$ cat src/rtl/sac_pkg.sv
// Shared constants, types and codes of the set-associative write-through cache.
package sac_pkg;

  localparam int unsigned SETS       = 128;
  localparam int unsigned WAYS       = 8;
  localparam int unsigned LINE_BYTES = 64;

  localparam int unsigned ADDR_W     = 32;
  localparam int unsigned OFS_W      = $clog2(LINE_BYTES);
  localparam int unsigned SET_W      = $clog2(SETS);
  localparam int unsigned WAY_W      = $clog2(WAYS);
  localparam int unsigned TAG_W      = ADDR_W - OFS_W - SET_W;
  localparam int unsigned WORD_W     = OFS_W - 3;
  localparam int unsigned FILL_WORDS = LINE_BYTES / 8;
  localparam int unsigned DADDR_W    = SET_W + WAY_W + WORD_W;

  typedef enum logic [1:0] {
    OP_READ  = 2'd0,
    OP_WRITE = 2'd1,
    OP_FILL  = 2'd2,
    OP_FLUSH = 2'd3
  } op_e;

  typedef enum logic [1:0] {
    KIND_READ  = 2'd0,
    KIND_WRITE = 2'd1,
    KIND_FETCH = 2'd2,
    KIND_DONE  = 2'd3
  } kind_e;

  typedef struct packed {
    logic [1:0]  op;
    logic [31:0] address;
    logic [2:0]  length;
    logic [31:0] write_data;
    logic [63:0] fill_word;
  } req_t;

  typedef struct packed {
    logic [1:0]  kind;
    logic [31:0] read_data;
    logic [31:0] mem_address;
    logic [31:0] mem_data;
    logic [2:0]  mem_length;
  } rsp_t;

  typedef struct packed {
    logic init_done;
  } stat_t;

endpackage

$ cat src/rtl/sac_if.sv
// Request and response channel interfaces of the cache.
interface sac_req_if;
  import sac_pkg::*;
  logic valid;
  logic ready;
  req_t data;
  modport source (output valid, output data, input ready);
  modport sink   (input valid, input data, output ready);
endinterface


$ cat src/rtl/sac_front.sv
// Front end: accepts request words, normalizes length and queues them for the back end.
module sac_front (
  input  logic            clk_i,
  input  logic            rst_ni,
  sac_req_if.sink         req_i,
  sac_req_if.source       q_o,
  input  sac_pkg::stat_t  stat_i
);
  import sac_pkg::*;

  localparam int unsigned QDEPTH = 2;

  req_t        fifo_q [QDEPTH];
  logic        wr_q, wr_d, rd_q, rd_d;
  logic [1:0]  cnt_q, cnt_d;
  logic        push, pop;
  req_t        item;

  // Take words only after the tag clear has finished and while there is room
  assign req_i.ready = stat_i.init_done && (cnt_q != 2'(QDEPTH));
  assign push        = req_i.valid && req_i.ready;
  assign q_o.valid   = (cnt_q != 2'd0);
  assign q_o.data    = fifo_q[rd_q];
  assign pop         = q_o.valid && q_o.ready;

  // Clamp the length into 1..4
  always_comb begin
    item = req_i.data;
    if (req_i.data.length == 3'd0) begin
      item.length = 3'd1;
    end else if (req_i.data.length > 3'd4) begin
      item.length = 3'd4;
    end
  end

  // Advance pointers and count
  always_comb begin
    wr_d  = push ? ~wr_q : wr_q;
    rd_d  = pop ? ~rd_q : rd_q;
    cnt_d = cnt_q + {1'b0, push} - {1'b0, pop};
  end

  always_ff @(posedge clk_i or negedge rst_ni) begin
    if (!rst_ni) begin
      wr_q  <= 1'b0;
      rd_q  <= 1'b0;
      cnt_q <= 2'd0;
    end else begin
      wr_q  <= wr_d;
      rd_q  <= rd_d;
      cnt_q <= cnt_d;
    end
  end

  // Store the word
  always_ff @(posedge clk_i) begin
    if (push) begin
      fifo_q[wr_q] <= item;
    end
  end

endmodule

$ cat src/flat_wrapper.sv
// flat-port wrapper written by rule: the top's interface ports become plain ports
module sac_front_flat import sac_pkg::*;
  (clk_i, rst_ni, stat_i, req_i_valid, req_i_data, req_i_ready, q_o_valid, q_o_data, q_o_ready);
  sac_req_if req_i_i ();
  sac_req_if q_o_i ();
  input  logic clk_i;
  input  logic rst_ni;
  input  sac_pkg::stat_t stat_i;
  input wire logic [$bits(req_i_i.valid)-1:0] req_i_valid;
  input wire logic [$bits(req_i_i.data)-1:0] req_i_data;
  output wire logic [$bits(req_i_i.ready)-1:0] req_i_ready;
  output wire logic [$bits(q_o_i.valid)-1:0] q_o_valid;
  output wire logic [$bits(q_o_i.data)-1:0] q_o_data;
  input wire logic [$bits(q_o_i.ready)-1:0] q_o_ready;
  assign req_i_i.valid = req_i_valid;
  assign req_i_i.data = req_i_data;
  assign req_i_ready = req_i_i.ready;
  assign q_o_valid = q_o_i.valid;
  assign q_o_data = q_o_i.data;
  assign q_o_i.ready = q_o_ready;
  sac_front u_core (.clk_i(clk_i), .rst_ni(rst_ni), .req_i(req_i_i), .q_o(q_o_i), .stat_i(stat_i));
endmodule
$ cat config.mk
export PLATFORM = sky130hd
export DESIGN_NAME = sac_front_flat
export DESIGN_NICKNAME = d
export VERILOG_FILES = /design/src/rtl/sac_pkg.sv /design/src/rtl/sac_if.sv /design/src/rtl/sac_front.sv /design/src/flat_wrapper.sv
export SDC_FILE = /design/constraint.sdc
export NUM_CORES = 1
export LEC_CHECK = 0
export BUFFER_PORTS_ARGS = -buffer_cell sky130_fd_sc_hd__buf_4
export CAP_MARGIN = 20
export CORE_MARGIN = 10
export CORE_UTILIZATION = 58
export CTS_BUF_LIST = sky130_fd_sc_hd__clkbuf_4 sky130_fd_sc_hd__clkbuf_8
export DETAILED_ROUTE_END_ITERATION = 6
export PLACE_DENSITY_LB_ADDON = 0.1
export SLEW_MARGIN = 15
export SYNTH_ARGS = -nofsm -noshare
export SYNTH_HDL_FRONTEND = slang
export SYNTH_SLANG_ARGS = --single-unit
$ cat constraint.sdc
create_clock -name clk_i -period 14.8 [get_ports clk_i]
set_input_delay 2.96 -clock clk_i [delete_from_list [all_inputs] [get_ports clk_i]]
set_output_delay 2.96 -clock clk_i [all_outputs]
set_load 0.005 [all_outputs]
==> metrics.cfg, run 1 <==
[run_status]
status=complete, no violations

[worst_setup_path]
crit_arrival_ns=3.32
worstPathCellList=buf_4, and2_1, buf_4
critPathCaptureType=primary output
crit_required_ns=11.84
crit_path_max_incr_delay_ns=0.13
r2r-start=u_core.cnt_q[1]
setup.worst_path.class=in2out
critPathBufInv=2
crit_top_cell=buf_4
cp-startpoint=stat_i
worstPathMaxFanout=2
cp_slowest_cell=buf_4
critical-path-top-delay-family=buffers and inverters
start_kind=input pin

[place]
dpl-instance-area_um2=12300
dp_hpwl_mm=14.2
io_buffers=272
dp.cells=923
place_congestion=0.788

[flow_run]
cap_violations=0

[grt]
grt_max_degree=70
antenna_found_initial=0
grt_pass1_wl_mm=30.1
grt_pass1_vias=5590
overflow=0
grt_usage_pct=17.2

[pwr]
clockPowerShare_pct=26.4
power_switching_uw=564
p_seq_share_pct=45.0
p_total_uw=2220
power.density_nw_per_um2=169
cellLeakagePower_uw=0.00510
pwr-share-comb_pct=28.6
internal-power_uw=1660
ir_drop_uv=113
p_sw_share_pct=25.4

[drt]
dr.pass1.iters=4
detail-route-antenna-nets=0
drtIter0Drc=267
num_vias=5084
drc=0
wirelength_mm=20.9
wl_per_cell_um=20.9
via_per_inst=5.10

[timing]
rsz0062_at_grt=no
final-setup-viol-count=0
period_minus_slack_ns=6.28
max_freq_mhz=159
skew_ns=0.0213
finalSetupTns_ns=0
worst_hold_slack_ns=0.495
relSlewSlack_pct=37.2
slew_violations=0
finalCritPeriodShare_pct=42.5
tightest_slew_ns=0.943
finalHoldViolations=0

[logic_synthesis]
synth-warning-count=0
post-synth-top-count-cell=edfxtp_1
syn-num-nets=577
synthFlopType=edfxtp_1
synthAdderAreaFrac_pct=0.249
synthTopCellsByCount=edfxtp_1, mux2_2, mux2_4
synth.area.top_cells=edfxtp_1, mux2_4, mux2_2
async_flop_share_pct=1.48
muxShareOfSynthArea_pct=17.1
yosysTopAreaCell=edfxtp_1
ys_seq_area_share_pct=80.3
synth_xor_area_share_pct=0.348
synth_compound_area_share_pct=0.0497
syn_area_per_cell_um2=23.0
synth_edf_count=266
netlist_instances=437
ys_types=17
syn-cell-area_um2=10100
synth-seq-cells=270
synth_top_family_by_area=multiplexers
synth_top_area_share_pct=79.4
yosys.area_share.simple_pct=0.497

[clocking]
clk_latency_ns=0.53
cts_tree=done
cts.sink_count=270
ctsResizeCount=0
cts_hold_buf=0
post-cts-setup-buffer-count=0
htreeDepth=2
cts.reportedPaths.clkPinSlew_ns=0.05
root_buffer=clkbuf_8
cts_buffers=43
clk_path_buf_depth=3

[floorplan]
die_w_um=152
rows=48
die_area_um2=23000
die_h_um=152
coreArea_um2=17200
ios=273
start_util_pct=58.6

[cells_and_area]
ff_latch_area_um2=8090
multi_input_area_um2=1850
final_area_um2=13100
diodes=0
n_fill_cell=1005
drive_above_1_share_pct=62.6
layout.nets=883
syn2layout_area_growth_pct=30.4
stdcell_count=997

[min_path]
hold_path_startpoint=u_core.cnt_q[1]
worst_hold_path_type=reg2reg

## sequential cells by signal (all words and copies together), names as in the netlist
| signal | cells |
|---|---|
| u_core.wr_q | 1 |
| u_core.cnt_q | 2 |
| u_core.rd_q | 1 |
| u_core.fifo_q | 266 |
## power groups by stage
stage	Clock (uW)	Sequential [uW]	Combinational, uW
floorplan	0	1000	380
global placement	0	1010	639
detailed placement	0	1020	648
CTS	606	1000	650
global route	645	1010	681
finish	588	1000	636
## cells in the final DEF, fill, tap and decap left out, types with 3 or more instances in the layout
cell / instances
mux2_2: 73
buf_4: 277
edfxtp_1: 266
clkinv_2: 3
clkbuf_4: 20
clkbuf_8: 45
dfrtp_1: 3
inv_1: 3
clkinv_1: 5
mux2_4: 60
## per-stage QoR
| step | setup WS [ns] | utilization [%] |
|---|---|---|
| floorplan | 5.14 | - |
| global placement | 8.52 | 71.7 |
| detailed placement | 8.51 | 71.7 |
| CTS | 8.51 | 76.4 |
| global route | 8.50 | 76.4 |
| finish | 8.52 | 76.4 |
## cells by family (layout without fill, tap and decap cells)
| family | Yosys count | count (layout) |
|---|---|---|
| AND/OR/NAND/NOR | 8 | 8 |
| XOR/XNOR | 4 | 4 |
| flip-flops | 270 | 270 |
| AO/OA/AOI/OAI | 1 | 1 |
| multiplexers | 133 | 133 |
| adder cells (fa/ha/maj) | 2 | 2 |
| buffers and inverters | 19 | 354 |
## worst paths after layout
kind                                         to  slack, ns  depth (start not counted)
min in group asynchronous       u_core.cnt_q[0]       2.22                          1
hold / removal                  u_core.cnt_q[1]       0.49                          1
setup / recovery                    req_i_ready       8.52                          3
setup reg to reg           u_core.fifo_q[0][12]      11.84                          5
max in group asynchronous           u_core.rd_q      12.46                          1
hold reg to reg                 u_core.cnt_q[1]       0.49                          1
## cell type report
cell class                      count  area share (%)
Clock inverter                      9           0.315
Sequential cell                   270            61.7
Inverter                            3          0.0858
Clock buffer                       65            5.86
Multi-Input combinational cell    148            14.1
Tap cell                          225            2.15
Timing Repair Buffer              277            15.8
## layer usage
metal / part of all wire (%) / wire [um] / global-route usage (%) / up-vias
met5: 0 / 0 / 0 / -
met4: 3.1 / 639 / 7.86 / 0
met3: 9.6 / 2000 / 6.24 / 36
met2: 51 / 10600 / 29.2 / 212
met1: 36 / 7570 / 19.1 / 2491
li1: - / - / - / 2345
No activity file was read; power rests on OpenSTA's default activity.
==> run 2, diff against run 1 <==
--- a/config.mk
+++ b/config.mk
@@ -8,7 +8,7 @@
 export BUFFER_PORTS_ARGS = -buffer_cell sky130_fd_sc_hd__buf_4
 export CAP_MARGIN = 20
 export CORE_MARGIN = 10
-export CORE_UTILIZATION = 58
+export CORE_UTILIZATION = 49
 export CTS_BUF_LIST = sky130_fd_sc_hd__clkbuf_4 sky130_fd_sc_hd__clkbuf_8
 export DETAILED_ROUTE_END_ITERATION = 6
 export PLACE_DENSITY_LB_ADDON = 0.1
==> constraint.sdc (replaced) <==
create_clock -name clk_i -period 5.76 [get_ports clk_i]
set_input_delay 1.152 -clock clk_i [delete_from_list [all_inputs] [get_ports clk_i]]
set_output_delay 1.152 -clock clk_i [all_outputs]
set_load 0.005 [all_outputs]
==> metrics.cfg, run 2 (synthesis results as in run 1) <==
[timing]
tightest_slew_ns=1.01  ; was 0.943 ns
relSlewSlack_pct=32.9  ; was 37.2%
finalCritPeriodShare_pct=65.8
finalSetupTns_ns=0  ; unchanged
skew_ns=0.0154  ; was 0.0213 ns
period_minus_slack_ns=3.79
finalHoldViolations=0  ; unchanged
rsz0062_at_grt=no  ; unchanged
final-setup-viol-count=0  ; unchanged
slew_violations=0  ; unchanged
max_freq_mhz=264

[cells_and_area]
regMostFlops=u_core.fifo_q  ; unchanged
layout.nets=882  ; was 883
stdcell_count=1041  ; was 997
final_cell_mix=buf_4, edfxtp_1, mux2_2  ; unchanged
syn2layout_area_growth_pct=31.3  ; was 30.4%
drive_above_1_share_pct=61.9  ; was 62.6%
final_common_cell=buf_4  ; unchanged
final_area_um2=13200  ; was 13100 um^2
reg.largest.list=u_core.fifo_q x266, u_core.cnt_q x2  ; unchanged
largest_reg_flops=266  ; unchanged

[worst_setup_path]
worst-r2r-setup-slack_ns=3.30  ; was 11.84 ns
worstPathMaxFanout=68  ; was 2
crit_required_ns=4.61  ; was 11.84 ns
critPathCaptureType=primary output  ; unchanged
crit_path_max_incr_delay_ns=1.05  ; was 0.13 ns
setup.worst_path.class=reg2out  ; was in2out
r2r-start=u_core.cnt_q[1]  ; unchanged
start_kind=flop  ; was input pin
crit_arrival_ns=2.64  ; was 3.32 ns
r2r.worst_path.cells=4  ; was 5
r2r_end=u_core.fifo_q[1][121]  ; was u_core.fifo_q[0][12]
worstPathCellList=buf_12, mux2_2, buf_4  ; was buf_4, and2_1, buf_4
cp_slowest_cell=dfrtp_4  ; was buf_4

[place]
place_congestion=0.740  ; was 0.788
dp.cells=967  ; was 923
dpl-instance-area_um2=12400  ; was 12300 um^2
io_buffers=272  ; unchanged
dp_hpwl_mm=14.5  ; was 14.2 mm

[clocking]
cts.sink_count=270  ; unchanged
ctsResizeCount=0  ; unchanged
root_buffer=clkbuf_8  ; unchanged
cts_hold_buf=0  ; unchanged
clk_path_buf_depth=3  ; unchanged
cts.reportedPaths.clkPinSlew_ns=0.05  ; about the same
post-cts-setup-buffer-count=0  ; unchanged
htreeDepth=2  ; unchanged
cts_buffers=42  ; was 43
clk_latency_ns=0.52  ; was 0.53 ns
cts_tree=done  ; unchanged

[pwr]
power.density_nw_per_um2=434  ; was 169 nW/um^2
ir_drop_uv=300  ; was 113 uV
cellLeakagePower_uw=0.00510  ; about the same

[grt]
use_met3_pct=6.24  ; about the same
grt_max_degree=85  ; was 70
grt_pass1_wl_mm=30.5  ; was 30.1 mm
grt_pass1_vias=5583  ; was 5590
top_usage_layer=met2  ; unchanged
met2_usage_pct=25.4  ; was 29.2%
grt_usage_pct=14.9  ; was 17.2%
overflow=0  ; unchanged
antenna_found_initial=2  ; was 0
met1_usage_pct=16.2  ; was 19.1%

[drt]
num_vias=5071  ; was 5084
wl_per_cell_um=20.1  ; was 20.9 um
drc=0  ; unchanged
wirelength_mm=20.9  ; about the same
dr.pass1.iters=5  ; was 4
via_per_inst=4.87  ; was 5.10
drtIter0Drc=331  ; was 267
detail-route-antenna-nets=0  ; unchanged

[min_path]
worst_hold_path_type=in2async  ; was reg2reg

[floorplan]
rows=52  ; was 48
die_area_um2=26700  ; was 23000 um^2
start_util_pct=49.7  ; was 58.6%
coreArea_um2=20200  ; was 17200 um^2
die_h_um=163  ; was 152 um
ios=273  ; unchanged
die_w_um=163  ; was 152 um

[flow_run]
cap_violations=0  ; unchanged

[run_status]
status=complete, no violations  ; unchanged

run 2: changes by cell type in the layout (fill, tap and decap cells not counted), sizes merged:
cell	previous run	this run
clkinvlp	1	0
clkbuf	65	61
clkinv	8	9
bufinv	0	1
diode	0	2
run 2: worst max path at each step:
stage	start	to	slack, ns	depth (start not counted)
after global placement	u_core.rd_q	q_o_data[129]	2.47	3
after floorplan	req_i_valid	u_core.fifo_q[0][0]	0.46	2
after global routing	u_core.rd_q	q_o_data[129]	1.80	3
after CTS	u_core.rd_q	q_o_data[129]	1.86	3
final	u_core.rd_q	q_o_data[129]	1.97	3
after detailed placement	u_core.rd_q	q_o_data[129]	2.44	3
run 2: layout make-up:
cell class                      instances  area [um^2]
Clock inverter                         10         63.8
Antenna cell                            2         5.00
Timing Repair Buffer                  277         2120
Multi-Input combinational cell        148         1850
Fill cell                            1426         7010
Tap cell                              270          338
Inverter                                3         11.3
Sequential cell                       270         8090
Clock buffer                           61          739
run 2: worst max-delay path: cells and delay by family, from the launching register on:
family	cells	cell delay, ns
buffers and inverters	2	0.60
DFF	1	1.05
muxes	1	0.40
run 2: per-layer routing:
metal / part of all wire [%] / vias up
met5: 0 / -
met4: 2.2 / 0
met3: 9.5 / 31
met2: 52 / 203
met1: 36 / 2492
li1: - / 2345
run 2: power breakdown:
group	internal (uW)	leakage (uW)	switching, uW
sequential	2450	0.00248	158
combinational	985	0.00220	630
clock	860	0.000425	656
run 2: stage by stage:
stage	worst slack (ns)	utilization (%)	hold WS, ns	power [uW]
3_3_place_gp	2.47	61.2	0.479	4260
5_1_grt	1.80	65.3	0.387	6020
2_1_floorplan	0.458	-	0.460	3530
4_1_cts	1.86	65.2	0.391	5820
3_5_place_dp	2.44	61.2	0.493	4290
6_report	1.97	65.3	0.427	5730
==> run 3, diff against run 2 <==
==> constraint.sdc (replaced) <==
create_clock -name clk_i -period 3.13 [get_ports clk_i]
set_input_delay 0.626 -clock clk_i [delete_from_list [all_inputs] [get_ports clk_i]]
set_output_delay 0.626 -clock clk_i [all_outputs]
set_load 0.005 [all_outputs]
==> metrics.cfg, run 3 (synthesis results as in run 1) <==
[clocking]
cts.reportedPaths.clkPinSlew_ns=0.06  ; was 0.05 ns
cts_tree=done  ; unchanged
clk_path_buf_depth=3  ; unchanged
ctsResizeCount=0  ; unchanged
htreeDepth=2  ; unchanged
clk_latency_ns=0.52  ; about the same
cts_buffers=44  ; was 42
root_buffer=clkbuf_8  ; unchanged
post-cts-setup-buffer-count=0  ; unchanged
cts.sink_count=270  ; unchanged

[pwr]
ir_drop_uv=556  ; was 300 uV
p_total_uw=10600  ; was 5730 uW
cellLeakagePower_uw=0.00511  ; was 0.00510 uW
power.density_nw_per_um2=798  ; was 434 nW/um^2

[timing]
finalSetupTns_ns=0  ; unchanged
tightest_slew_ns=0.741  ; was 1.01 ns
relSlewSlack_pct=50.6  ; was 32.9%
worst_hold_slack_ns=0.281  ; was 0.427 ns
final-setup-viol-count=0  ; unchanged
finalHoldViolations=0  ; unchanged
slew_violations=0  ; unchanged
skew_ns=0.0146  ; was 0.0154 ns
max_freq_mhz=362
rsz0062_at_grt=no  ; unchanged
finalCritPeriodShare_pct=88.2
period_minus_slack_ns=2.76

[floorplan]
coreArea_um2=20200  ; unchanged
rows=52  ; unchanged
die_area_um2=26700  ; unchanged
die_w_um=163  ; unchanged
die_h_um=163  ; unchanged
start_util_pct=49.7  ; unchanged
ios=273  ; unchanged

[min_path]
worst_hold_path_type=in2reg  ; was in2async

[worst_setup_path]
crit_required_ns=2.50  ; was 4.61 ns
crit_path_max_incr_delay_ns=0.62  ; was 1.05 ns
start_kind=flop  ; unchanged
cp_slowest_cell=dfrtp_4  ; unchanged
crit_arrival_ns=2.14  ; was 2.64 ns
worstPathMaxFanout=62  ; was 68
worstPathCellList=buf_12, mux2_2, buf_4  ; unchanged
critPathCaptureType=primary output  ; unchanged
setup.worst_path.class=reg2out  ; unchanged

[grt]
grt_usage_pct=15.3  ; was 14.9%
grt_pass1_vias=5640  ; was 5583
overflow=0  ; unchanged
antenna_found_initial=0  ; was 2
grt_max_degree=134  ; was 85
grt_pass1_wl_mm=31.6  ; was 30.5 mm

[cells_and_area]
diodes=0  ; was 2
ff_latch_area_um2=8090  ; unchanged
regMostFlops=u_core.fifo_q  ; unchanged
layout.nets=885  ; was 882
syn2layout_area_growth_pct=31.5  ; was 31.3%
final_cell_mix=buf_4, edfxtp_1, mux2_2  ; unchanged
n_fill_cell=1443  ; was 1426
post-route-util_pct=65.4  ; was 65.3%
final_common_cell=buf_4  ; unchanged
multi_input_area_um2=1850  ; about the same
drive_above_1_share_pct=61.8  ; was 61.9%
reg.largest.list=u_core.fifo_q x266, u_core.cnt_q x2  ; unchanged
largest_reg_flops=266  ; unchanged

[drt]
wirelength_mm=21.3  ; was 20.9 mm
detail-route-antenna-nets=0  ; unchanged
via_per_inst=4.79  ; was 4.87
dr.pass1.iters=4  ; was 5
drc=0  ; unchanged
wl_per_cell_um=20.4  ; was 20.1 um
drtIter0Drc=254  ; was 331
num_vias=5010  ; was 5071

[run_status]
status=complete, no violations  ; unchanged

[place]
place_congestion=0.741  ; was 0.740
io_buffers=272  ; unchanged
dp_hpwl_mm=14.4  ; was 14.5 mm

[flow_run]
cap_violations=0  ; unchanged

-- run 3: cell count changes in the layout (fill, tap and decap cells not counted), moves of 2 or more --
cell	delta
buf_12	+2
clkinv_1	+4
clkinv_2	+4
diode_2	-2
-- run 3: per-layer routing --
metal | wire length, um | GRT usage [%] | vias to the layer above
met5 | 0 | 0 | -
met4 | 536 | 5.41 | 0
met3 | 2500 | 8.18 | 38
met2 | 10400 | 24.5 | 204
met1 | 7890 | 17.1 | 2419
li1 | - | - | 2349
-- run 3: cell type report --
cell class | instances | share of cell area [%]
flip-flops and latches | 270 | 61.1
repair buffers | 278 | 16.2
multi-input cells | 148 | 14.0
clock buffers | 61 | 5.58
well taps | 270 | 2.55
clock inverters | 17 | 0.520
inverters | 3 | 0.0850
-- run 3: repair_timing --
item	CTS	global route
endpoints found under the setup margin	0	0
endpoints found under the hold margin	4	0
hold buffers	1	0
-- run 3: critical path, delay by kind of cell (launching register included) --
family                 cells  cell delay (ns)
flip-flops                 1             0.62
buffers and inverters      2             0.50
multiplexers               1             0.41
-- run 3: per-stage QoR --
step,area [um^2],std cells,setup slack [ns]
6_report,13200,1047,0.369
3_5_place_dp,12400,968,0.889
2_1_floorplan,10100,437,-0.125
4_1_cts,13200,1047,0.308
5_1_grt,13200,1047,0.272
3_3_place_gp,12400,968,0.908
-- run 3: final timing paths --
| path | from | cells past startpoint | to | slack, ns |
|---|---|---|---|---|
| min | req_i_data[58] | 1 | u_core.fifo_q[1][58] | 0.28 |
| max reg2reg | u_core.cnt_q[1] | 4 | u_core.fifo_q[1][111] | 1.22 |
| min reg2reg | u_core.cnt_q[1] | 1 | u_core.cnt_q[1] | 0.51 |
| min in group asynchronous | rst_ni | 2 | u_core.wr_q | 0.47 |
| max in group asynchronous | rst_ni | 2 | u_core.rd_q | 2.53 |
| max | u_core.rd_q | 3 | q_o_data[5] | 0.37 |
-- run 3: power breakdown --
group          switching, uW  total (uW)  internal [uW]
clock                   1270        2790           1520
sequential               163        4670           4510
combinational           1290        3110           1820
